[src/sv/mnb_pkg.sv]
`timescale 1ns / 1ps

package mnb_pkg;

    localparam int NBINS  = 16;
    localparam int DIM    = 4;
    localparam int BIN_W  = 4;
    localparam int ROW_W  = 2;
    localparam int VAL_W  = 32;
    localparam int CFG_W  = 5;
    localparam int DIFF_W = VAL_W + 1;
    localparam int PROD_W = 2 * DIFF_W;
    localparam int ACC_W  = 104;
    localparam int DIST_W = 63;
    localparam int FRAC_W = 16;
    localparam int HALF_W = 32;

    localparam logic [1:0] REQ_MEAN   = 2'd0;
    localparam logic [1:0] REQ_ICOV   = 2'd1;
    localparam logic [1:0] REQ_QUERY  = 2'd2;
    localparam logic [1:0] REQ_UNUSED = 2'd3;

    // Control of the shared multiplier and the accumulator.
    typedef struct packed {
        logic clr;
        logic mul_en;
        logic add_en;
        logic add_hi;
    } mac_ctl_t;

    // Drops the fraction bits and saturates the exact sum to the distance range.
    function automatic logic [DIST_W-1:0] sat_dist(input logic signed [ACC_W-1:0] acc);
        logic [DIST_W-1:0] res;
        if (acc[ACC_W-1]) begin
            res = '0;
        end else if (|acc[ACC_W-2:DIST_W+FRAC_W]) begin
            res = '1;
        end else begin
            res = acc[DIST_W+FRAC_W-1:FRAC_W];
        end
        return res;
    endfunction

endpackage

[src/sv/mnb_mac.sv]
`timescale 1ns / 1ps

module mnb_mac (
    input  logic                                   aclk,
    input  mnb_pkg::mac_ctl_t                      ctl,
    input  logic signed [mnb_pkg::DIFF_W-1:0]      op_a,
    input  logic signed [mnb_pkg::DIFF_W-1:0]      op_b,
    output logic signed [mnb_pkg::PROD_W-1:0]      prod_reg,
    output logic signed [mnb_pkg::ACC_W-1:0]       acc_reg
);
    import mnb_pkg::*;

    logic signed [ACC_W-1:0] addend;

    // The high partial product carries a weight of 2^32.
    always_comb begin
        addend = ACC_W'(prod_reg);
        if (ctl.add_hi) begin
            addend = addend <<< HALF_W;
        end
    end

    always_ff @(posedge aclk) begin
        if (ctl.mul_en) begin
            prod_reg <= op_a * op_b;
        end
        if (ctl.clr) begin
            acc_reg <= '0;
        end else if (ctl.add_en) begin
            acc_reg <= acc_reg + addend;
        end
    end

endmodule

[config.mk]
export PLATFORM = sky130hd
export DESIGN_NAME = mnb_mac
export DESIGN_NICKNAME = d
export VERILOG_FILES = /design/src/sv/mnb_pkg.sv /design/src/sv/mnb_mac.sv
export SDC_FILE = /design/constraint.sdc
export NUM_CORES = 2
export LEC_CHECK = 0
export BUFFER_PORTS_ARGS = -buffer_cell sky130_fd_sc_hd__buf_2
export CORE_MARGIN = 2
export CORE_UTILIZATION = 40
export CTS_BUF_LIST = sky130_fd_sc_hd__clkbuf_4 sky130_fd_sc_hd__clkbuf_8
export DETAILED_ROUTE_END_ITERATION = 8
export PLACE_DENSITY = 0.61
export SYNTH_ARGS = -nofsm -noshare
export SYNTH_HDL_FRONTEND = slang
export SYNTH_SLANG_ARGS = --single-unit
[constraint.sdc]
create_clock -name aclk -period 16.09 [get_ports aclk]
set_input_delay 1.609 -clock aclk [delete_from_list [all_inputs] [get_ports aclk]]
set_output_delay 1.609 -clock aclk [all_outputs]
set_load 0.005 [all_outputs]
==> results.md <==
- Total DRC errors in the routed layout: 0
- I/O pin total: 241
- Class of the tightest hold or removal check: register to register
- Number of buffers inserted by hold repair at cts: 0
- Drt initial violations: ~2800
- Clock transition at the registers of the reported paths: 0.09 ns
- H-tree lvl count: 4
- Routed Wire Length: 156000 um
- Total vias in the final route: a little under 40000
- Setup_tns: 0 ns
- Net count of the mapped netlist: 7261
- TritonRoute pass-1 iters: 6
- Async SR Flop Fraction: 0%
- Residual overflow from global routing: 0
- CP Launch Type: input port
- Placement-stage worst setup slack: 5.81 ns
- Arrival time reported for the critical path endpoint: 9.94 ns
- Crit-path cells: buf_2, nand2_1, inv_1, fa_1, fa_1, fa_1, fa_1, fa_1, fa_1, fa_1, inv_1, fa_1, inv_1, ha_1, nand3_1, nor2_1, nand4_1, or3_1, o2111ai_1, a31oi_1, o21ai_0, a21oi_1, xnor2_1
- Max reg flops: 104
- Share of the clock period used by the worst path: 60.3%
- Number of routed nets with antenna violations: 0
- Setup WS post-layout: 6.39 ns
- Fin nets: roughly 7300
- Post-synthesis sequential area ratio: 7.88%
- Flip-flop and latch count after synthesis: 170
- Setup repair after global routing missed its margin: no
- Type of destination of the critical path: register
- Cells after Synth: 5724
- Maximum number of pins on one net before global-route repair: 67
- Total global-route track usage: 24.2%
- Vert. Die Dim: 363 um
- Filler cell count in the final layout: 12664
- Detailed Place HPWL: 125000 um
- Share of post-route cells with drive strength above 1: roughly 6.5%
- Post-layout minimum cycle time: 9.70 ns
- Number of hold violations in the final report: 0
- Highest Clock Rate: 103 MHz
- PortBufs: 240
- Post-detailed-route via-to-cell ratio: between 5 and 6
- Final clock skew: approximately 0.028 ns
- Global placement routability congestion: 0.906
- Dominant synthesized flop cell: sky130_fd_sc_hd__dfxtp_1
- CTS tree: yes
- Status: complete, no violations
- Yosys synthesis warning count: 0
- Summed instance area of the synthesized netlist: 51600 sq um
- Maximum root-to-sink buffer count: 2
- Non-Filler Cell Area, Final: around 54000 sq um
- Number of synthesized flops with an enable pin: 66
- Number of antenna violations at the first check in global routing: 20
- Floorplan die area: 132000 sq um
- P&R area growth vs syn: 5.44%
- TritonCTS Buffers: 17
- Clock network latency to the later pin of the worst-skew pair: about 0.52 ns
- Max-slew violation count: 0
- Total number of clock tree sinks: 170
- Setup-violating endpoint count in the final report: 0
- Core area: 128000 sq um
- Least-Margin Pin Slew: 1.10 ns
- Worst setup path class: input port to register
- Total placed instance area: roughly 54000 sq um
- Avg WL per Cell: 21.1 um
- Clock tree root buffer cell: sky130_fd_sc_hd__clkbuf_8
- Effective utilization at floorplan: 40.3%
- Horiz. Die Dim: 363 um
- Largest stage delay, worst path: approximately 1.3 ns
- Number of buffers inserted to repair setup after CTS: 0
- Number of distinct library cells after synthesis: between 90 and 100
- Slowest stage cell, crit path: sky130_fd_sc_hd__fa_1
- Number of rows in the core area: about 130
- Syn avg cell area: 9.01 sq um
- Crit-path max FO: 33
- Max-slew headroom at the worst pin: 26.3%
- Global-route wire length before repair: 246000 um
- Number of global-route vias before repair: slightly above 40000
- Number of gates given a new drive strength after cts: 0
- Req. time, crit path: ~16 ns
- Reported max-cap violation count: 0
- CP dominant cell by count: sky130_fd_sc_hd__fa_1
## critical path: cells and delay by family
family	cells	cell delay [ns]
AOI/OAI and AO/OA	4	0.84
buffers and inverters	4	0.76
and+or+nand+nor	5	1.06
xor gates and xnor gates	1	0.13
adders and majority gates	9	5.52
## layout by cell type (no fill, tap or decap), types with 7 or more instances in the layout
master                        n
sky130_fd_sc_hd__o21bai_1    38
sky130_fd_sc_hd__clkbuf_8    17
sky130_fd_sc_hd__ha_1       320
sky130_fd_sc_hd__nand2_1    729
sky130_fd_sc_hd__o21a_1      26
sky130_fd_sc_hd__dfxtp_1    104
sky130_fd_sc_hd__nor2_1     200
sky130_fd_sc_hd__a21o_1      71
sky130_fd_sc_hd__a21oi_1    205
sky130_fd_sc_hd__xor2_1      59
sky130_fd_sc_hd__xnor2_1    108
sky130_fd_sc_hd__or2_2        8
sky130_fd_sc_hd__nand4_1     38
sky130_fd_sc_hd__mux2i_1     73
sky130_fd_sc_hd__a221oi_1     9
sky130_fd_sc_hd__nor2b_1     42
sky130_fd_sc_hd__buf_4       34
sky130_fd_sc_hd__o22ai_1      8
sky130_fd_sc_hd__nand2b_1    31
sky130_fd_sc_hd__edfxtp_1    66
sky130_fd_sc_hd__or3_1        8
sky130_fd_sc_hd__a211oi_1    15
sky130_fd_sc_hd__and3_1      16
sky130_fd_sc_hd__o21ai_0    121
sky130_fd_sc_hd__and2_1     545
sky130_fd_sc_hd__and4_1       7
sky130_fd_sc_hd__nor4_1       8
sky130_fd_sc_hd__nor3_1      23
sky130_fd_sc_hd__o31ai_1     10
sky130_fd_sc_hd__o211ai_1    11
sky130_fd_sc_hd__inv_1     1202
sky130_fd_sc_hd__fa_1      1146
sky130_fd_sc_hd__a31oi_1     19
sky130_fd_sc_hd__nand3_1     29
sky130_fd_sc_hd__nor3b_1      7
sky130_fd_sc_hd__mux2_2      33
sky130_fd_sc_hd__buf_2      237
## cells in the mapped netlist, drive strengths merged, types with 73 or more instances
cell | n | area share, %
a21o | 73 | 1.1
ha | 320 | 7.8
mux2i | 73 | 1.4
a21oi | 210 | 2.1
and2 | 545 | 6.6
nand2 | 729 | 5.3
xnor2 | 108 | 1.8
o21ai | 128 | 1.2
clkbuf | 265 | 2.0
nor2 | 200 | 1.5
fa | 1146 | 44
dfxtp | 104 | 4.0
inv | 1203 | 8.8
## area by class of cell
type / instances / area [sq um] / share of cell area, %
multi-input cells: 4067 / 41900 / 77.0
clock buffers: 17 / 234 / 0.430
clock inverters: 15 / 173 / 0.317
diodes: 3 / 7.51 / 0.0138
repair buffers: 271 / 1440 / 2.65
well taps: 1662 / 2080 / 3.82
inverters: 1203 / 4520 / 8.30
flip-flops and latches: 170 / 4060 / 7.47
## metrics by stage
| step | hold WS (ns) | utilization [%] | std cells |
|---|---|---|---|
| 6_report | 0.483 | 42.5 | 7408 |
| 5_1_grt | 0.513 | 42.5 | 7407 |
| 4_1_cts | 0.484 | 42.5 | 7405 |
| 3_5_place_dp | 0.470 | 42.2 | 7373 |
| 3_3_place_gp | 0.461 | 42.2 | 7373 |
| 2_1_floorplan | 0.460 | - | 5724 |
## per-layer routing
metal | GRT usage, % | part of all wire [%]
met1 | 34.0 | 45
met2 | 38.4 | 45
met3 | 4.93 | 7.9
met4 | 5.91 | 2.5
met5 | 0 | 0.10
## worst paths after layout
check | from | depth (start not counted) | slack, ns | endpoint
max reg2reg | prod_reg[65] | 14 | 11.25 | acc_reg[97]
max | op_b[0] | 23 | 6.39 | prod_reg[65]
min reg2reg | acc_reg[101] | 2 | 0.48 | acc_reg[101]
min | acc_reg[101] | 2 | 0.48 | acc_reg[101]
## logic make-up (layout without fill, tap and decap cells)
kind of cell | Yosys count | after routing | share of synthesized area (%)
adder cells (fa/ha/maj) | 1466 | 1466 | 52.2
XOR/XNOR | 167 | 167 | 2.84
flip-flops | 170 | 170 | 7.88
buffers and inverters | 1487 | 1506 | 10.9
other | 0 | 3 | 0
AO/OA/AOI/OAI | 623 | 623 | 7.81
AND/OR/NAND/NOR | 1705 | 1705 | 16.2
multiplexers | 106 | 106 | 2.14
Power is left out: the tool's default activity adds up to more than one toggle a clock period on the data nets, which glitch-free logic cannot reach.
